### config.mk
export PLATFORM = sky130hd
export DESIGN_NAME = lbmm_front
export DESIGN_NICKNAME = d
export VERILOG_FILES = /design/src/sv/lowest_beam_mosaic_merge_macros.svh /design/src/sv/lbmm_pkg.sv /design/src/sv/lbmm_front.sv
export SDC_FILE = /design/constraint.sdc
export NUM_CORES = 1
export LEC_CHECK = 0
export ABC_AREA = 1
export BUFFER_PORTS_ARGS = -buffer_cell sky130_fd_sc_hd__buf_2
export CORE_MARGIN = 5
export CORE_UTILIZATION = 42
export DETAILED_ROUTE_END_ITERATION = 8
export GPL_TIMING_DRIVEN = 0
export PLACE_DENSITY = 0.81
export SETUP_SLACK_MARGIN = 0.02
export SYNTH_ARGS = -nofsm -noshare
export SYNTH_HDL_FRONTEND = slang
export SYNTH_SLANG_ARGS = --single-unit
### constraint.sdc
create_clock -name vclk -period 3.76
set_input_delay 0.94 -clock vclk [all_inputs]
set_output_delay 0.94 -clock vclk [all_outputs]
set_load 0.02 [all_outputs]
### src/sv/lowest_beam_mosaic_merge_macros.svh
// assertion macros shared by the mosaic merge modules
`ifndef LOWEST_BEAM_MOSAIC_MERGE_MACROS_SVH
`define LOWEST_BEAM_MOSAIC_MERGE_MACROS_SVH

// same-cycle implication, checked outside reset
`define LBMM_ASSERT_NOW(lbl, ante, cons, msg) \
  lbl: assert property (@(posedge clk_i) disable iff (!rst_ni) (ante) |-> (cons)) \
    else $error(msg);

// next-cycle implication, checked outside reset
`define LBMM_ASSERT_NEXT(lbl, ante, cons, msg) \
  lbl: assert property (@(posedge clk_i) disable iff (!rst_ni) (ante) |=> (cons)) \
    else $error(msg);

`endif

### src/sv/lbmm_pkg.sv
// shared types and constants of the lowest-beam mosaic merge
package lbmm_pkg;

  localparam int InDataW  = 72;
  localparam int OutDataW = 48;
  localparam int CfgIdxW  = 3;
  localparam int CfgDataW = 16;
  localparam int BinSpan  = 256;
  localparam int QueueDepth = 2;

  localparam logic [CfgIdxW-1:0] RegRowOffset  = 3'd0;
  localparam logic [CfgIdxW-1:0] RegColOffset  = 3'd1;
  localparam logic [CfgIdxW-1:0] RegGridRows   = 3'd2;
  localparam logic [CfgIdxW-1:0] RegGridCols   = 3'd3;
  localparam logic [CfgIdxW-1:0] RegSiteElev   = 3'd4;
  localparam logic [CfgIdxW-1:0] RegRadarIndex = 3'd5;

  typedef enum logic [1:0] {
    KIND_ZERO,
    KIND_OUTSIDE,
    KIND_READ,
    KIND_MERGE
  } kind_e;

  typedef struct packed {
    kind_e              kind;
    logic [15:0]        rain;
    logic signed [17:0] height;
    logic               flag;
  } job_t;

  typedef struct packed {
    logic signed [17:0] height;
    logic [15:0]        rain;
    logic [7:0]         source;
  } cell_t;

  localparam cell_t CellReset = '{height: 18'sd131071, rain: 16'd0, source: 8'd255};

  typedef struct packed {
    logic signed [15:0] row_offset;
    logic signed [15:0] col_offset;
    logic [8:0]         grid_rows;
    logic [8:0]         grid_cols;
    logic signed [13:0] site_elev;
  } cfg_t;

endpackage

### src/sv/lbmm_front.sv
// front end: unpacks an input word, places the bin on the grid and classifies it
module lbmm_front #(
  parameter int GRID_SIDE = 256,
  parameter int CW        = 8
) (
  input  logic                        s_valid_i,
  input  logic [lbmm_pkg::InDataW-1:0] s_data_i,
  input  logic                        s_user_i,
  input  lbmm_pkg::cfg_t              cfg_i,
  input  logic                        space_i,
  output logic                        s_ready_o,
  output logic                        push_o,
  output lbmm_pkg::job_t              job_o,
  output logic [2*CW-1:0]             addr_o
);

  localparam int SideW = $clog2(GRID_SIDE + 1);

  logic [7:0]         bin_row, bin_col, read_row, read_col;
  logic [15:0]        rain, beam;
  logic               flag;
  logic signed [16:0] mr, mc;
  logic [SideW-1:0]   lim_r, lim_c;
  logic               row_out, col_out, beyond_span, read_out;

  assign bin_row  = s_data_i[7:0];
  assign bin_col  = s_data_i[15:8];
  assign rain     = s_data_i[31:16];
  assign beam     = s_data_i[47:32];
  assign flag     = s_data_i[48];
  assign read_row = s_data_i[56:49];
  assign read_col = s_data_i[64:57];

  assign s_ready_o = space_i;
  assign push_o    = s_valid_i && space_i;

  assign mr = $signed({cfg_i.row_offset[15], cfg_i.row_offset}) + $signed({9'd0, bin_row});
  assign mc = $signed({cfg_i.col_offset[15], cfg_i.col_offset}) + $signed({9'd0, bin_col});

  // grid size limits taken from the registers saturate at the grid side
  assign lim_r = (32'(cfg_i.grid_rows) > GRID_SIDE) ? SideW'(GRID_SIDE)
                                                     : SideW'(cfg_i.grid_rows);
  assign lim_c = (32'(cfg_i.grid_cols) > GRID_SIDE) ? SideW'(GRID_SIDE)
                                                     : SideW'(cfg_i.grid_cols);

  assign row_out = mr[16] || (mr[15:0] >= 16'(lim_r));
  assign col_out = mc[16] || (mc[15:0] >= 16'(lim_c));
  assign beyond_span = (32'(bin_row) >= lbmm_pkg::BinSpan) ||
                       (32'(bin_col) >= lbmm_pkg::BinSpan);
  assign read_out = (32'(read_row) >= GRID_SIDE) || (32'(read_col) >= GRID_SIDE);

  always_comb begin
    job_o.rain   = rain;
    job_o.flag   = flag;
    job_o.height = $signed({2'b00, beam}) +
                   $signed({{4{cfg_i.site_elev[13]}}, cfg_i.site_elev});
    addr_o       = {mr[CW-1:0], mc[CW-1:0]};
    if (s_user_i) begin
      addr_o     = {CW'(read_row), CW'(read_col)};
      job_o.kind = read_out ? lbmm_pkg::KIND_OUTSIDE : lbmm_pkg::KIND_READ;
    end else if (rain[15] || beyond_span) begin
      job_o.kind = lbmm_pkg::KIND_ZERO;
    end else if (row_out || col_out) begin
      job_o.kind = lbmm_pkg::KIND_OUTSIDE;
    end else begin
      job_o.kind = lbmm_pkg::KIND_MERGE;
    end
  end

endmodule

==> results.py, run 1 <==
metrics = {
    "routing": {
        "dr.first_iter.drc_count": 141,
        "routed_wire_length_per_instance_um": 13.3,
        "drc_violation_count_after_routing": 0,
        "drt_wl_total_um": 11400,
        "number_of_vias_in_the_routed_layout": 4346,
        "drtAntennaViolNets": 0,
        "mean_number_of_vias_per_cell": 5.07,
        "drt-pass1-iter-count": 4,
    },
    "final_layout": {
        "final_net_count": 953,
        "num-fill-cells": 649,
        "antenna_cells": 0,
        "seq_cells": 0,
        "post_route_cells_drive_above_1_share": 0.404,
        "final_common_cell": "nand2_1",
        "design_area_um2": 4780,
        "layout.clock_buffers": 0,
        "utilization": 0.653,
        "layout.cells.most_common_list": "nand2_1 (188), buf_2 (163), inv_1 (73)",
        "areaGrowthSynthToFinish_pct": 48.9,
        "sequential_cell_area_um2": 0,
        "layoutNonFillerInstCount": 857,
    },
    "placement": {
        "gpl.final_weighted_congestion": 0.984,
        "preCtsSetupSlack_ps": -565,
        "buffer_ports.inserted": 171,
        "post_dp_cell_area_um2": 4210,
        "hpwlAfterDp_um": 9240,
        "dpl.cell_count": 842,
    },
    "run_status": {
        "failed_checks": "negative setup slack",
        "run_status": "complete, but fails checks",
    },
    "floorplan": {
        "die_area_um2": 9500,
        "die_w_um": 97.5,
        "initial_utilization": 0.438,
        "die_height_um": 97.5,
        "core_area_um2": 7330,
        "num_rows": 31,
        "top_level_ports": 194,
    },
    "setup_path": {
        "timing.setup.critical_path_class": "input pin to output pin",
        "cp_data_required_time_ps": 2820,
        "crit_fanout": 4,
        "timing.critical_path.arrival_ps": 3240,
        "timing.critical_path.from": "cfg_i[32]",
        "crit_path_to": "job_o[36]",
        "setup.worst_path.end_class": "output pin",
        "startpoint_type": "input pin",
    },
    "yosys": {
        "netlist_instances": 572,
        "synth_cell_types": 38,
        "yosysSeqAreaShare": 0,
        "yosysWarningCount": 0,
        "postSynthAreaPerCell_um2": 5.62,
        "synth_area_um2": 3210,
        "synth_nets": 765,
    },
    "sta": {
        "timing.slew.headroom": 0.631,
        "setup_viol_count_final": 1,
        "clock.fmax_ghz": 0.239,
        "worst_hold_margin_ps": 2100,
        "final_worst_path_period_share": 1.11,
        "timing.final.crit_period_ps": 4180,
        "rsz0062_at_grt": "true",
        "final-max-slew-violation-count": 0,
        "timing.final.hold_violations": 0,
        "tightest_slew_ps": 554,
        "setup-tns-final_ps": -416,
        "setup_ws_ps": -416,
    },
    "worst_hold_path": {
        "hp-start": "s_data_i[18]",
        "min_path_type": "input pin to output pin",
    },
    "global_routing": {
        "gr-usage-all-layers": 0.214,
        "antenna_found_initial": 0,
        "overflow": 0,
        "wire_length_of_the_first_global_routing_pass_um": 18100,
        "grt_max_degree": 11,
        "first_global_vias": 4279,
    },
    "pwr": {
        "power.total_mw": 0.866,
        "cellPowerDensity_nw_per_um2": 181,
        "leak_pwr_nw": 2.69,
        "worst_ir_drop_vdd_mv": 0.154,
    },
    "job": {
        "max-cap-violations": 0,
    },
}
-- metal layers --
metal  up-vias  part of all wire  wire (um)  global-route usage
li1       2194                 -          -                   -
met1      1968              0.39       4400               0.247
met2       162              0.54       6110               0.428
met3        22             0.063        724              0.0251
met4         0             0.015        172              0.0256
met5         -                 0          0                   0
-- worst min path at each step --
stage	to	slack [ps]	depth (start not counted)
after global placement	job_o[33]	2100	2
after CTS	job_o[22]	2100	2
after global routing	job_o[22]	2110	2
final	job_o[21]	2100	2
after detailed placement	job_o[32]	2100	2
after floorplan	job_o[35]	1950	1
-- Yosys cell counts, types with 2 or more instances --
library cell | count | area [um^2]
nand3_2 | 3 | 30.0
nand3_1 | 39 | 195
o21ai_0 | 10 | 50.1
inv_2 | 6 | 22.5
and2_1 | 2 | 12.5
nor2_4 | 4 | 45.0
nor2_1 | 39 | 146
nand4_1 | 13 | 81.3
o21ai_2 | 3 | 26.3
clkbuf_1 | 3 | 11.3
xnor2_1 | 7 | 61.3
nand3b_1 | 2 | 15.0
inv_1 | 75 | 282
ha_1 | 51 | 638
a21oi_1 | 29 | 145
nand2_1 | 196 | 736
fa_1 | 3 | 60.1
nor4_1 | 2 | 12.5
nor2_2 | 2 | 12.5
a21oi_2 | 2 | 17.5
buf_4 | 18 | 135
xor2_1 | 22 | 193
or2_1 | 3 | 18.8
a31oi_1 | 2 | 12.5
nand2_2 | 14 | 87.6
nor3_1 | 5 | 25.0
a21o_1 | 6 | 45.0
-- cells by family (layout without fill, tap and decap cells) --
group,count (synthesis),after routing,synth area share
buffers and inverters,102,288,0.140
adders and majority gates,54,54,0.217
xor gates and xnor gates,29,29,0.0791
AOI/OAI and AO/OA,60,60,0.111
and+or+nand+nor,327,327,0.452
-- layout make-up --
| type | count | area (um^2) | area share |
|---|---|---|---|
| multi-input cells | 470 | 3200 | 0.668 |
| well taps | 99 | 124 | 0.0259 |
| plain buffers | 21 | 146 | 0.0306 |
| repair buffers | 186 | 1010 | 0.211 |
| inverters | 81 | 307 | 0.0641 |
-- report_power, final --
part	internal, mW	total, mW	switching (mW)
logic	0.361	0.866	0.505
clock network	0	0	0
registers	0	0	0
total	0.361	0.866	0.505
-- worst max-delay path, stage by stage --
cell and delay (ps):
buf_2 120, ha_4 170, fa_2 370, nand2_2 100, a21oi_2 90, xor2_2 230
inv_1 70, ha_1 290, nand2_1 60, nor3_2 130, nand2_1 70, o311ai_1 90
nand3_1 120, nand2_1 90, nor2_2 40, nand3_2 70, nand2_2 50, buf_6 140
-- repair_timing --
item                                    in CTS  in global routing
hold buffers                                 0                  0
resized for setup                           33                 51
endpoints found under the setup margin       5                  6
setup buffers                                5                 11
pin swaps                                   14                 27
Power figures use the tool's default switching activity.
==> run 2, diff against run 1 <==
--- a/config.mk
+++ b/config.mk
@@ -6,12 +6,15 @@
 export NUM_CORES = 1
 export LEC_CHECK = 0
 export ABC_AREA = 1
-export BUFFER_PORTS_ARGS = -buffer_cell sky130_fd_sc_hd__buf_2
+export BUFFER_PORTS_ARGS = -buffer_cell sky130_fd_sc_hd__buf_4
+export CELL_PAD_IN_SITES_DETAIL_PLACEMENT = 1
+export CELL_PAD_IN_SITES_GLOBAL_PLACEMENT = 1
+export CORE_ASPECT_RATIO = 0.75
 export CORE_MARGIN = 5
-export CORE_UTILIZATION = 42
+export CORE_UTILIZATION = 26
 export DETAILED_ROUTE_END_ITERATION = 8
 export GPL_TIMING_DRIVEN = 0
-export PLACE_DENSITY = 0.81
+export PLACE_DENSITY_LB_ADDON = 0.1
 export SETUP_SLACK_MARGIN = 0.02
 export SYNTH_ARGS = -nofsm -noshare
 export SYNTH_HDL_FRONTEND = slang
==> results.py, run 2 (synthesized netlist as in run 1, its figures left out) <==
metrics = {
    "placement": {
        "hpwlAfterDp_um": 11900,
        "dpl.cell_count": 909,
        "post_dp_cell_area_um2": 4730,
        "buffer_ports.inserted": 171,
        "gpl.final_weighted_congestion": 0.817,
        "preCtsSetupSlack_ps": -744,
    },
    "setup_path": {
        "cp_slowest_stage_delay_ps": 370,
        "crit_fanout": 3,
        "setup.worst_path.end_class": "output pin",
        "path_cells": "buf_4, ha_4, fa_2, nand3_2, nand2_4, nand3_2, nand2_2, xor2_2, ha_1, nand2_2, nor2_2, nand2_1, o211ai_1, nand4_1, nand2_1, nor2_1, nand3_1, nand2_2, buf_6",
        "timing.critical_path.arrival_ps": 3330,
        "worst_path_max_delay_cell": "fa_2",
        "critical_path_s_most_frequent_cell": "nand2_2",
        "cp_data_required_time_ps": 2820,
        "timing.setup.critical_path_class": "input pin to output pin",
        "startpoint_type": "input pin",
    },
    "final_layout": {
        "layout.cells.most_common_list": "buf_4 (201), nand2_1 (184), inv_1 (72)",
        "post_route_cells_drive_above_1_share": 0.412,
        "antenna_cells": 0,
        "final_net_count": 959,
        "utilization": 0.442,
        "num-fill-cells": 1627,
        "areaGrowthSynthToFinish_pct": 67.4,
        "sequential_cell_area_um2": 0,
        "layoutNonFillerInstCount": 930,
        "layout.clock_buffers": 0,
        "design_area_um2": 5380,
        "seq_cells": 0,
        "final_common_cell": "buf_4",
    },
    "global_routing": {
        "first_global_vias": 4551,
        "antenna_found_initial": 0,
        "grt_max_degree": 11,
        "gr-usage-all-layers": 0.171,
        "overflow": 0,
        "wire_length_of_the_first_global_routing_pass_um": 21800,
    },
    "sta": {
        "worst_hold_margin_ps": 2080,
        "setup-tns-final_ps": -511,
        "clock.fmax_ghz": 0.234,
        "tightest_slew_ps": 624,
        "rsz0062_at_grt": "true",
        "final-max-slew-violation-count": 0,
        "final_worst_path_period_share": 1.14,
        "setup_viol_count_final": 1,
        "timing.final.hold_violations": 0,
        "setup_ws_ps": -511,
        "timing.final.crit_period_ps": 4270,
        "timing.slew.headroom": 0.584,
    },
    "routing": {
        "routed_wire_length_per_instance_um": 14.6,
        "mean_number_of_vias_per_cell": 4.63,
        "drt-pass1-iter-count": 4,
        "drc_violation_count_after_routing": 0,
        "dr.first_iter.drc_count": 90,
        "drt_wl_total_um": 13600,
        "number_of_vias_in_the_routed_layout": 4302,
        "drtAntennaViolNets": 0,
    },
    "run_status": {
        "run_status": "complete, but fails checks",
        "failed_checks": "negative setup slack",
    },
    "worst_hold_path": {
        "timing.hold.worst_endpoint": "job_o[23]",
        "min_delay_path_depth": 2,
        "min_path_type": "input pin to output pin",
        "hp-start": "s_data_i[20]",
    },
    "pwr": {
        "power.total_mw": 0.982,
        "cellPowerDensity_nw_per_um2": 183,
        "worst_ir_drop_vdd_mv": 0.0597,
        "leak_pwr_nw": 2.88,
    },
    "floorplan": {
        "num_rows": 35,
        "initial_utilization": 0.264,
        "die_area_um2": 14700,
        "top_level_ports": 194,
        "core_area_um2": 12200,
        "die_w_um": 138,
        "die_height_um": 106,
    },
    "job": {
        "max-cap-violations": 0,
    },
}
[run 2: cell types whose count changed in the layout (fill, tap and decap cells not counted), sizes merged]
cell / previous run / this run
buf: 204 / 210
[run 2: worst max-delay path by stage]
stage,start,end,slack [ps],depth (start not counted)
6_report,cfg_i[48],job_o[36],-510,19
5_1_grt,cfg_i[48],job_o[36],-610,19
2_1_floorplan,cfg_i[18],job_o[36],-30,15
3_3_place_gp,s_data_i[0],job_o[36],-680,19
3_5_place_dp,s_data_i[0],job_o[36],-740,19
4_1_cts,cfg_i[32],job_o[36],-510,18
[run 2: worst max-delay path: cells and delay by family]
family	cells	cell delay [ps]
adder cells (fa/ha/maj)	3	830
buffers and inverters	2	270
AO/OA/AOI/OAI	1	170
XOR/XNOR	1	150
AND/OR/NAND/NOR	12	970
[run 2: metal layers]
layer	wire length [um]	up-vias	global-route usage	part of all wire
met1	6740	1964	0.243	0.50
met4	78	0	0.00846	0.0057
met3	652	6	0.0229	0.048
li1	-	2206	-	-
met5	0	-	0	0
met2	6110	126	0.291	0.45
[run 2: power breakdown]
part | total [mW] | switching, mW | internal (mW)
combinational | 0.982 | 0.533 | 0.450
sequential | 0 | 0 | 0
clock | 0 | 0 | 0
total | 0.982 | 0.533 | 0.450
[run 2: layout make-up]
| class | count | area [um^2] | share of cell area |
|---|---|---|---|
| Buffer | 21 | 146 | 0.0272 |
| Inverter | 81 | 307 | 0.0570 |
| Multi-Input combinational cell | 470 | 3230 | 0.601 |
| Tap cell | 166 | 208 | 0.0386 |
| Timing Repair Buffer | 192 | 1480 | 0.276 |
[run 2: timing repair]
action                     4_1_cts  5_1_grt
setup endpoints to repair        6        6
hold buffers                     0        0
setup buffers                   11       10
gates resized for setup         51       40
pin swaps                       31       28
