**src/sv/lowest_beam_mosaic_merge_macros.svh**
```systemverilog
// assertion macros shared by the mosaic merge modules
`ifndef LOWEST_BEAM_MOSAIC_MERGE_MACROS_SVH
`define LOWEST_BEAM_MOSAIC_MERGE_MACROS_SVH

// same-cycle implication, checked outside reset
`define LBMM_ASSERT_NOW(lbl, ante, cons, msg) \
  lbl: assert property (@(posedge clk_i) disable iff (!rst_ni) (ante) |-> (cons)) \
    else $error(msg);

// next-cycle implication, checked outside reset
`define LBMM_ASSERT_NEXT(lbl, ante, cons, msg) \
  lbl: assert property (@(posedge clk_i) disable iff (!rst_ni) (ante) |=> (cons)) \
    else $error(msg);

`endif

```
**src/sv/lbmm_pkg.sv**
```systemverilog
// shared types and constants of the lowest-beam mosaic merge
package lbmm_pkg;

  localparam int InDataW  = 72;
  localparam int OutDataW = 48;
  localparam int CfgIdxW  = 3;
  localparam int CfgDataW = 16;
  localparam int BinSpan  = 256;
  localparam int QueueDepth = 2;

  localparam logic [CfgIdxW-1:0] RegRowOffset  = 3'd0;
  localparam logic [CfgIdxW-1:0] RegColOffset  = 3'd1;
  localparam logic [CfgIdxW-1:0] RegGridRows   = 3'd2;
  localparam logic [CfgIdxW-1:0] RegGridCols   = 3'd3;
  localparam logic [CfgIdxW-1:0] RegSiteElev   = 3'd4;
  localparam logic [CfgIdxW-1:0] RegRadarIndex = 3'd5;

  typedef enum logic [1:0] {
    KIND_ZERO,
    KIND_OUTSIDE,
    KIND_READ,
    KIND_MERGE
  } kind_e;

  typedef struct packed {
    kind_e              kind;
    logic [15:0]        rain;
    logic signed [17:0] height;
    logic               flag;
  } job_t;

  typedef struct packed {
    logic signed [17:0] height;
    logic [15:0]        rain;
    logic [7:0]         source;
  } cell_t;

  localparam cell_t CellReset = '{height: 18'sd131071, rain: 16'd0, source: 8'd255};

  typedef struct packed {
    logic signed [15:0] row_offset;
    logic signed [15:0] col_offset;
    logic [8:0]         grid_rows;
    logic [8:0]         grid_cols;
    logic signed [13:0] site_elev;
  } cfg_t;

endpackage

```
**src/sv/lbmm_queue.sv**
```systemverilog
// short queue of classified words between front and back
`include "lowest_beam_mosaic_merge_macros.svh"

module lbmm_queue #(
  parameter int W = 8
) (
  input  logic         clk_i,
  input  logic         rst_ni,
  input  logic         push_i,
  input  logic [W-1:0] data_i,
  output logic         full_o,
  input  logic         pop_i,
  output logic         valid_o,
  output logic [W-1:0] data_o
);

  localparam int PW = $clog2(lbmm_pkg::QueueDepth);
  localparam int NW = $clog2(lbmm_pkg::QueueDepth + 1);

  logic [W-1:0]  slot_q [lbmm_pkg::QueueDepth];
  logic [PW-1:0] wr_q, wr_d, rd_q, rd_d;
  logic [NW-1:0] cnt_q, cnt_d;

  assign full_o  = (32'(cnt_q) == lbmm_pkg::QueueDepth);
  assign valid_o = (cnt_q != '0);
  assign data_o  = slot_q[rd_q];

  always_comb begin
    wr_d  = wr_q;
    rd_d  = rd_q;
    cnt_d = cnt_q;
    if (push_i) begin
      wr_d = (32'(wr_q) == lbmm_pkg::QueueDepth - 1) ? '0 : wr_q + 1'b1;
    end
    if (pop_i) begin
      rd_d = (32'(rd_q) == lbmm_pkg::QueueDepth - 1) ? '0 : rd_q + 1'b1;
    end
    if (push_i && !pop_i) begin
      cnt_d = cnt_q + 1'b1;
    end else if (pop_i && !push_i) begin
      cnt_d = cnt_q - 1'b1;
    end
  end

  always_ff @(posedge clk_i or negedge rst_ni) begin
    if (!rst_ni) begin
      wr_q  <= '0;
      rd_q  <= '0;
      cnt_q <= '0;
    end else begin
      wr_q  <= wr_d;
      rd_q  <= rd_d;
      cnt_q <= cnt_d;
    end
  end

  always_ff @(posedge clk_i) begin
    if (push_i) begin
      slot_q[wr_q] <= data_i;
    end
  end

  `LBMM_ASSERT_NOW(a_no_push_full, full_o && !pop_i, !push_i, "push into full queue")
  `LBMM_ASSERT_NOW(a_no_pop_empty, pop_i, valid_o, "pop from empty queue")

endmodule

```
**config.mk**
```make
export PLATFORM = sky130hd
export DESIGN_NAME = lbmm_queue
export DESIGN_NICKNAME = d
export VERILOG_FILES = /design/src/sv/lbmm_pkg.sv /design/src/sv/lbmm_queue.sv
export VERILOG_INCLUDE_DIRS = /design/src /design/src/sv
export SDC_FILE = /design/constraint.sdc
export NUM_CORES = 1
export LEC_CHECK = 0
export ABC_AREA = 1
export BUFFER_PORTS_ARGS = -buffer_cell sky130_fd_sc_hd__buf_2
export CORE_UTILIZATION = 44
export CTS_BUF_LIST = sky130_fd_sc_hd__clkbuf_16
export DETAILED_ROUTE_END_ITERATION = 12
export PLACE_DENSITY = 0.68
export SYNTH_ARGS = -nofsm -noshare
export SYNTH_HDL_FRONTEND = slang
export SYNTH_SLANG_ARGS = --single-unit
```
**constraint.sdc**
```tcl
create_clock -name clk_i -period 1.16 [get_ports clk_i]
set_clock_uncertainty 0.1 [all_clocks]
set_input_delay 0.116 -clock clk_i [delete_from_list [all_inputs] [get_ports clk_i]]
set_output_delay 0.116 -clock clk_i [all_outputs]
set_load 0.005 [all_outputs]
```
==> summary.md, run 1 <==
| Metric | Value |
|---|---|
| Status | `finished, violations left` |
| Failing checks | `setup timing` |
| DP HPWL | `900 um` |
| CP Launch Type | `flop` |
| Power Density | `2300 mW/mm2` |
| Routed Wire Length | `1560 um` |
| Clk buf depth | `2` |
| Synthesized Nets | `63` |
| Hold Crit Class | `in -> async` |
| Synth warn | `0` |
| Area of the die | `0.00204 mm2` |
| Gate Count Post-Synth | `50` |
| CTS root buf | `clkbuf_16` |
| Vias per cell | `4.58` |
| Slew HR | `0.868` |
| Data arrival, critical path | `1230 ps` |
| Post-layout min period | `1450 ps` |
| Die X | `45.1 um` |
| Initial DRT Pass Iterations | `4` |
| Sequential element share of the synthesized area | `0.709` |
| Peak per-stage delay on the critical path | `420 ps` |
| Via count | `540` |
| H-tree levels | `1` |
| Unrepaired setup endpoints after global routing | `yes` |
| # DRC | `0` |
| Seq cells post-synth | `20` |
| LEAKAGE | `0.561 nW` |
| CP max-delay cell | `dfrtp_2` |
| Setup crit end kind | `output port` |
| RePlAce Congestion | `0.684` |
| Routed wire per std cell | `13.2 um` |
| Crit path cell chain | `buf_6 > mux2_4 > buf_6` |
| Post-DRT Antenna Nets | `0` |
| Total GRT Usage | `0.167` |
| VDD IR max | `1.49 mV` |
| Worst-skew pair later-pin latency | `250 ps` |
| TritonCTS clock tree | `yes` |
| Synth cell types | `12` |
| Vias in the first global route | `502` |
| Crit path kind | `reg -> out` |
| Worst-path maximum fanout | `4` |
| Post-Syn Area | `818 um2` |
| Crit path required time | `940 ps` |
| Layout cell share with drive strength beyond 1 | `0.473` |
| Number of CTS-inserted buffers | `3` |
| Largest net degree at the start of global routing | `12` |
| Final Max Tran Viols | `0` |
| Avg Inst Size Synth | `16.4 um2` |
| CP delay by family, top | `flip-flops` |
| Placeable Area | `0.00173 mm2` |
| Part of the cycle the worst path needs | `1.25` |
| Grt ovf | `0` |
| First-pass GRT wire length | `2210 um` |
| Final net count | `107` |
| Initial antenna violation count | `0` |
| # port buffers | `21` |
| Starting Density | `0.474` |
| Cell Rows | `15` |
| Buffers plus inverters on the worst setup path | `2` |
| Worst Tran Pin Value | `198 ps` |
| Diodes inserted | `0` |
| Final hold violation count | `0` |
| PnR worst setup slack | `-286 ps` |
| Worst-path clk slew | `50 ps` |
| Boundary pin count | `22` |
| Setup violations, final | `8` |
| FMAX | `692 MHz` |
| Hold WS | `98.3 ps` |
| Synth-to-layout area growth | `52.4%` |
| Util after Layout | `0.722` |
| CTS Sinks | `20` |
| CP dominant cell by count | `buf_6` |
| Die height | `45.1 um` |
| Maxcap violations | `0` |
| Initial DRC Count | `5` |
[kinds of logic (layout without fill, tap and decap cells)]
kind of cell,count (synthesis),count (layout),share of synthesized area
muxes,8,8,0.147
and+or+nand+nor,10,10,0.0505
xor gates and xnor gates,3,3,0.0321
adders and majority gates,1,1,0.0153
buffers and inverters,8,51,0.0459
DFF,20,20,0.709
[placed cells by master (no fill, tap or decap)]
cell            n
nand3_1         1
clkbuf_16       3
buf_4           6
buf_6           9
clkinv_1        1
nand4_1         1
xnor2_1         1
inv_2           2
nor2_1          1
nor2_2          1
xor2_1          2
edfxtp_1       16
dfrtp_2         1
dfrtp_1         3
nand2_1         6
dlygate4sd3_1  11
inv_1           5
mux2_4          8
ha_1            1
buf_2          14
[Yosys cell counts (all sizes together)]
cell / instances / area (um2)
mux2: 8 / 120
xor2: 2 / 17.5
ha: 1 / 12.5
dfrtp: 4 / 100
inv: 7 / 26.3
xnor2: 1 / 8.76
edfxtp: 16 / 480
nor2: 2 / 7.51
nand3: 1 / 5.00
nand2: 6 / 22.5
nand4: 1 / 6.26
buf: 1 / 11.3
[registers in the layout (all words and copies together) (netlist names)]
signal / count
wr_q: 1
rd_q: 1
slot_q: 16
cnt_q: 2
[per-layer routing]
metal | part of all wire | track usage | vias to the layer above | wire length, um
li1 | - | - | 261 | -
met1 | 0.42 | 0.189 | 264 | 648
met2 | 0.55 | 0.281 | 13 | 854
met3 | 0.025 | 0.0360 | 2 | 39
met4 | 0.0090 | 0.109 | 0 | 14
met5 | 0 | 0 | - | 0
[per-stage QoR]
stage	worst slack [ps]	power (mW)	TNS, ps	cell area, um2	cells
global route	-298	2.99	-2350	1250	118
global placement	-162	1.80	-1250	968	98
CTS	-275	2.76	-2150	1210	116
detailed placement	-177	1.83	-1480	968	98
finish	-286	2.87	-2210	1250	118
floorplan	55.9	1.57	0	821	50
[final timing paths]
kind,start,to,slack (ps),cells past startpoint
min in group clk_i,push_i,cnt_q[0]$_DFFE_PN0P_,150,3
setup / recovery,rd_q$_DFFE_PN0P_,data_o[6],-290,3
max in group asynchronous,rst_ni,rd_q$_DFFE_PN0P_,720,2
setup reg to reg,wr_q$_DFFE_PN0P_,slot_q[0][0]$_DFFE_PP_,70,2
hold / removal,rst_ni,wr_q$_DFFE_PN0P_,100,2
hold reg to reg,wr_q$_DFFE_PN0P_,wr_q$_DFFE_PN0P_,420,1
[cell type report]
class                           instances  area [um2]
Clock buffer                            3        75.1
Sequential cell                        20         582
Multi-Input combinational cell         22         203
Clock inverter                          1        3.75
Timing Repair Buffer                   40         327
Tap cell                               25        31.3
Fill cell                             123         479
Inverter                                7        26.3
[where the power goes]
group          total [mW]  switching (mW)  internal [mW]
Sequential           1.09           0.107          0.981
Combinational        1.09           0.402          0.686
Clock               0.693           0.235          0.458
Total                2.87           0.744           2.13
[what timing repair did]
| action | CTS | global route |
|---|---|---|
| resized for setup | 9 | 4 |
| hold buffers | 11 | 0 |
| pin swaps | 0 | 0 |
| setup endpoints to repair | 16 | 10 |
| buffers inserted | 3 | 2 |
| hold endpoints to repair | 22 | 0 |
No activity file was read; power rests on OpenSTA's default activity.
==> run 2: changes to the inputs <==
Settings changed: SETUP_SLACK_MARGIN set to 0.2.
==> run 2 against run 1 <==
  * The flow still finishes with violations (setup timing)
  * Via count down 4.3%
  * Sequential cell count unchanged
  * Core utilization up 2.7 points
  * Clock power up 34%
  * Non-clock buffer count down 2
  * Largest power group is now combinational cells
==> summary.md, run 2 (same netlist as run 1, synthesis figures left out) <==
| Metric | Value |
|---|---|
| Status | `finished, violations left` |
| Failing checks | `setup timing` |
| Cell Rows | `15 (unchanged)` |
| Unrepaired setup endpoints after global routing | `yes` |
| PnR worst setup slack | `-271 ps (+15.0 ps)` |
| Die height | `45.1 um (unchanged)` |
| Largest net degree at the start of global routing | `13 (+1)` |
| Initial DRT Pass Iterations | `2 (-2)` |
| R2r startpoint | `wr_q$_DFFE_PN0P_` |
| Crit path required time | `940 ps (about the same)` |
| Starting Density | `0.474 (unchanged)` |
| Initial antenna violation count | `0 (unchanged)` |
| FF-to-FF End | `slot_q[0][3]$_DFFE_PP_` |
| Worst-path clk slew | `50 ps (about the same)` |
| Worst-path maximum fanout | `5 (+1)` |
| Vias per cell | `4.46 (-2.6%)` |
| Clock share of power | `0.295 (+0.054)` |
| Largest register FFs | `16 (unchanged)` |
| Clk buf depth | `2 (unchanged)` |
| CTS Sinks | `20 (unchanged)` |
| Data arrival, critical path | `1210 ps (-20 ps)` |
| Power Density | `2440 mW/mm2 (+6.0%)` |
| Combinational power share | `0.361 (-0.018)` |
| RePlAce Congestion | `0.728 (+6.5%)` |
| Hold Crit Class | `in -> reg` |
| Final hold violation count | `0 (unchanged)` |
| Number of CTS-inserted buffers | `3 (unchanged)` |
| Final Max Tran Viols | `0 (unchanged)` |
| Fill cells | `104 (-15%)` |
| FF+latch area | `582 um2 (unchanged)` |
| Boundary pin count | `22 (unchanged)` |
| Multi-input logic area | `225 um2 (+11%)` |
| NetSw | `0.768 mW (+3.2%)` |
| Synth-to-layout area growth | `58.1%` |
| H-tree levels | `1 (unchanged)` |
| Flop pwr share | `0.344 (-0.035)` |
| Die X | `45.1 um (unchanged)` |
| # port buffers | `21 (unchanged)` |
| Sw Share | `0.243 (-0.0159)` |
| Largest regs | `slot_q x16, cnt_q x2` |
| Worst hold endpoint | `wr_q$_DFFE_PN0P_` |
| Hold depth | `2` |
| LEAKAGE | `0.575 nW (+2.5%)` |
| First-pass GRT wire length | `2150 um (-2.5%)` |
| Worst Tran Pin Value | `254 ps (+56.5 ps)` |
| Setup violations, final | `8 (unchanged)` |
| CTS root buf | `clkbuf_16` |
| DP HPWL | `813 um (-9.6%)` |
| Int Power | `2.39 mW (+12%)` |
| Final net count | `105 (-1.9%)` |
| Layout cell share with drive strength beyond 1 | `0.538 (+0.0653)` |
| Worst Reg2Reg Path Length in Cells | `1 (-1)` |
| Most common cell after layout, fill and taps aside | `edfxtp_1` |
| Most flops, register | `slot_q` |
| Via count | `517 (-4.3%)` |
| Area of the die | `0.00204 mm2 (unchanged)` |
| Grt ovf | `0 (unchanged)` |
| Crit path kind | `reg -> out` |
| Routed Wire Length | `1330 um (-15%)` |
| Hold Path Origin | `push_i` |
| CP Launch Type | `flop` |
| FMAX | `699 MHz (+1.0%)` |
| Most frequent cells in the layout | `edfxtp_1, buf_2, buf_6` |
| Slew HR | `0.830 (-0.0379)` |
| Routed wire per std cell | `11.4 um (-13%)` |
| # DRC | `0 (unchanged)` |
| Placeable Area | `0.00173 mm2 (unchanged)` |
| Post-layout min period | `1430 ps (-15.0 ps)` |
| Diodes inserted | `0 (unchanged)` |
| Worst-skew pair later-pin latency | `250 ps (about the same)` |
| Hold WS | `2.98 ps (-95.3 ps)` |
| R2R setup slack | `80 ps (about the same)` |
| Setup crit end kind | `output port` |
| Util after Layout | `0.749 (+0.0268)` |
| Post-DRT Antenna Nets | `0 (unchanged)` |
| Vias in the first global route | `509 (+1.4%)` |
| VDD IR max | `1.68 mV (+13%)` |
| Total GRT Usage | `0.159 (-0.00728)` |
| Maxcap violations | `0 (unchanged)` |
| Part of the cycle the worst path needs | `1.23 (-0.0129)` |
| TritonCTS clock tree | `yes` |
| Pre-CTS WS | `-3.11 ps (+174 ps)` |
| Initial DRC Count | `9 (+4)` |
==> run 2: layout make-up <==
cell class	instances	area share
Sequential cell	20	0.450
Timing Repair Buffer	38	0.247
Multi-Input combinational cell	22	0.174
Clock buffer	3	0.0580
Inverter	7	0.0242
Tap cell	25	0.0242
Clock inverter	1	0.0232
==> run 2: worst max-delay path by stage <==
stage | cells past startpoint | slack (ps) | from | to
after floorplan | 2 | 150 | rd_q$_DFFE_PN0P_ | data_o[0]
after global placement | 3 | 8 | rd_q$_DFFE_PN0P_ | data_o[7]
after detailed placement | 3 | -3 | rd_q$_DFFE_PN0P_ | data_o[7]
after CTS | 3 | -280 | rd_q$_DFFE_PN0P_ | data_o[5]
after global routing | 3 | -310 | rd_q$_DFFE_PN0P_ | data_o[6]
final | 3 | -270 | rd_q$_DFFE_PN0P_ | data_o[6]
==> run 2: timing repair <==
action,4_1_cts,5_1_grt
pin swaps,2,2
gates resized for setup,16,5
hold endpoints to repair,21,0
setup buffers,3,2
gates cloned,0,0
hold buffers,10,0
setup endpoints to repair,26,27
==> run 2: metal layers <==
| layer | vias up | wire, um | GRT usage |
|---|---|---|---|
| met5 | - | 0 | 0 |
| met4 | 0 | 23 | 0.0970 |
| met3 | 4 | 59 | 0.0720 |
| met2 | 14 | 696 | 0.246 |
| met1 | 242 | 547 | 0.180 |
| li1 | 257 | - | - |
==> run 2: worst max-delay path, stage by stage, from the launching register on <==
cell and delay [ps]:
dfrtp_1 400, buf_6 150, mux2_4 300, buf_6 120
==> run 2: through the flow <==
step                setup TNS, ps  power, mW  instances  cell area, um2
floorplan                       0       1.58         50             826
finish                      -2070       3.15        116            1290
CTS                         -2140       3.05        114            1250
detailed placement          -4.35       1.84         97             966
global placement                0       1.81         97             966
global route                -2370       3.30        116            1290
==> run 2: power groups by stage <==
stage               logic [mW]  clock network, mW  registers, mW
detailed placement       0.754                  0           1.08
global route              1.23              0.970           1.11
finish                    1.14              0.931           1.09
global placement         0.740                  0           1.07
CTS                       1.02              0.938           1.09
floorplan                0.523                  0           1.06
==> run 3: changes to the inputs <==
Settings changed: CORE_UTILIZATION 44 to 50, PLACE_DENSITY 0.68 to 0.74.
Clock period 1.16 ns to 1.7 ns, I/O delays scaled along.
==> run 3 against run 2 <==
  * The flow now finishes without violations
  * Critical path depth did not move
  * Sequential share of layout area rose by 9.1 points
  * Critical path type unchanged
  * Wire length fell by 9.5%
  * Worst setup slack improved by 470 ps
  * Critical endpoint is now data_o[5]
  * Hold slack improved by 7.4 ps
  * Sequential cell count did not move
  * Via count fell by 11%
  * Clock-buffer cell count did not move
  * Sequential power fell by 34%
  * Register-to-register slack improved by 500 ps
  * Combinational power fell by 53%
  * Non-clock buffer count fell by 12
==> summary.md, run 3 (same netlist as run 1, synthesis figures left out) <==
| Metric | Value |
|---|---|
| Boundary pin count | `22 (unchanged)` |
| Initial DRC Count | `3 (-6)` |
| Crit path required time | `1430 ps (+490 ps)` |
| Diodes inserted | `0 (unchanged)` |
| Largest net degree at the start of global routing | `13 (unchanged)` |
| RePlAce Congestion | `0.727 (-0.12%)` |
| # placed instances | `87 (-10%)` |
| CTS root buf | `clkbuf_16` |
| LEAKAGE | `0.497 nW (-14%)` |
| Hold WS | `10.4 ps (+7.44 ps)` |
| Initial DRT Pass Iterations | `4 (+2)` |
| Worst Tran Pin Value | `323 ps (+68.7 ps)` |
| Setup_tns | `0 ps (+2070 ps)` |
| TritonCTS clock tree | `yes` |
| Worst-path maximum fanout | `5 (unchanged)` |
| Setup violations, final | `0 (-8)` |
| Die height | `42.5 um (-5.9%)` |
| CP max-delay cell | `dfrtp_2` |
| Hold depth | `1 (-1)` |
| Post-DRT Antenna Nets | `0 (unchanged)` |
| Vias per cell | `4.86 (+9.1%)` |
| Die X | `42.5 um (-5.9%)` |
| H-tree levels | `1 (unchanged)` |
| Hold Crit Class | `in -> reg` |
| Routed Wire Length | `1200 um (-9.5%)` |
| Synth-to-layout area growth | `31.5%` |
| Area of the die | `0.00180 mm2 (-11%)` |
| Data arrival, critical path | `1230 ps (+20 ps)` |
| FMAX | `665 MHz` |
| Worst-skew pair later-pin latency | `250 ps (about the same)` |
| Peak per-stage delay on the critical path | `390 ps (about the same)` |
| Final hold violation count | `0 (unchanged)` |
| Hold Path Origin | `data_i[5]` |
| Via count | `462 (-11%)` |
| Sw Share | `0.237 (-0.00600)` |
| Number of CTS-inserted buffers | `3 (unchanged)` |
| Most common cell after layout, fill and taps aside | `buf_2` |
| Starting Density | `0.537 (+0.0630)` |
| CTS Sinks | `20 (unchanged)` |
| Critical path depth | `3 (unchanged)` |
| Crit path cell chain | `buf_4 > mux2_4 > buf_2` |
| Cell Rows | `14 (-1)` |
| Grt ovf | `0 (unchanged)` |
| Status | `completed` |
| NetSw | `0.447 mW (-42%)` |
| M3 GR Usage | `0.0733 (+0.00128)` |
| GR Util met1 | `0.179 (-0.00154)` |
| Most flops, register | `slot_q` |
| CP Launch Type | `flop` |
| Unrepaired setup endpoints after global routing | `yes` |
| Total GRT Usage | `0.156 (-0.00334)` |
| VDD IR max | `0.999 mV (-41%)` |
| Largest register FFs | `16 (unchanged)` |
| Worst-path clk slew | `50 ps (about the same)` |
| Clk buf depth | `2 (unchanged)` |
| Setup crit end kind | `output port` |
| Final Max Tran Viols | `0 (unchanged)` |
| Busiest grt layer | `met2` |
| Worst Reg2Reg Path Length in Cells | `2 (+1)` |
| Flop pwr share | `0.383 (+0.039)` |
| # DRC | `0 (unchanged)` |
| Maxcap violations | `0 (unchanged)` |
| Global Route met2 Usage | `0.237 (-0.00945)` |
| Part of the cycle the worst path needs | `0.884` |
| Largest regs | `slot_q x16, cnt_q x2` |
| Routed wire per std cell | `12.6 um (+11%)` |
| Post-layout min period | `1500 ps` |
| CP delay by family, top | `flip-flops` |
| Tot Pwr | `1.88 mW (-40%)` |
| First-pass GRT wire length | `1920 um (-11%)` |
| Buffers plus inverters on the worst setup path | `2 (unchanged)` |
| Power Density | `1750 mW/mm2 (-28%)` |
| Initial antenna violation count | `0 (unchanged)` |
| R2r startpoint | `wr_q$_DFFE_PN0P_` |
| Post-Layout Cell Count | `95 (-18%)` |
| Placeable Area | `0.00152 mm2 (-12%)` |
| Clock share of power | `0.334 (+0.039)` |
| Slew HR | `0.784 (-0.0456)` |
| Origin of the worst setup path | `rd_q$_DFFE_PN0P_` |
| Most frequent cells in the layout | `buf_2, edfxtp_1, mux2_4` |
| Layout cell share with drive strength beyond 1 | `0.481 (-0.0574)` |
| Crit path kind | `reg -> out` |
| Int Power | `1.44 mW (-40%)` |
| DP HPWL | `853 um (+4.9%)` |
| Final net count | `93 (-11%)` |
| Combinational power share | `0.282 (-0.079)` |
| # port buffers | `21 (unchanged)` |
| Vias in the first global route | `450 (-12%)` |
==> run 3: cell count changes in the layout (fill, tap and decap cells not counted), moves of 2 or more <==
cell	previous run	this run
nand2_1	4	6
dlygate4sd3_1	10	1
nor2_1	0	2
inv_1	4	7
buf_2	13	22
inv_2	2	0
buf_6	11	0
==> run 3: repair_timing <==
action / in CTS / in global routing
endpoints found under the hold margin: 4 / 0
hold buffers: 1 / 0
endpoints found under the setup margin: 8 / 8
buffers inserted: 1 / 2
gates resized for setup: 1 / 0
==> run 3: area by class of cell <==
type / instances / area, um2
flip-flops and latches: 20 / 582
well taps: 16 / 20.0
clock inverters: 1 / 30.0
clock buffers: 3 / 75.1
inverters: 7 / 26.3
multi-input cells: 22 / 200
fillers: 108 / 448
repair buffers: 26 / 143
==> run 3: stage by stage <==
stage                     utilization  area (um2)  setup WS, ps
after floorplan                     -         818           456
after global placement          0.617         940           320
after detailed placement        0.617         940           311
after CTS                       0.698        1060           197
after global routing            0.706        1080           166
final                           0.706        1080           197
==> run 3: power by group through the flow <==
stage | combinational (mW) | sequential [mW] | clock, mW
final | 0.532 | 0.722 | 0.630
after global routing | 0.594 | 0.735 | 0.657
after CTS | 0.457 | 0.774 | 0.641
after detailed placement | 0.438 | 0.781 | 0
after global placement | 0.424 | 0.773 | 0
after floorplan | 0.352 | 0.717 | 0
==> run 3: worst reg2reg max path, stage by stage, from the launching register on <==
cell and delay, ps:
dfrtp_1 380, nand2_1 60, inv_1 250
==> run 3: per-layer routing <==
layer	part of all wire	up-vias
met3	0.057	4
met5	0	-
met2	0.49	18
li1	-	230
met4	0.028	0
met1	0.43	210
==> run 3: worst paths after layout <==
check	slack [ps]	endpoint
min in group asynchronous	150	cnt_q[0]$_DFFE_PN0P_
hold reg to reg	390	cnt_q[1]$_DFFE_PN0P_
max in group asynchronous	1210	rd_q$_DFFE_PN0P_
setup reg to reg	580	slot_q[1][0]$_DFFE_PP_
hold / removal	10	slot_q[0][5]$_DFFE_PP_
setup / recovery	200	data_o[5]
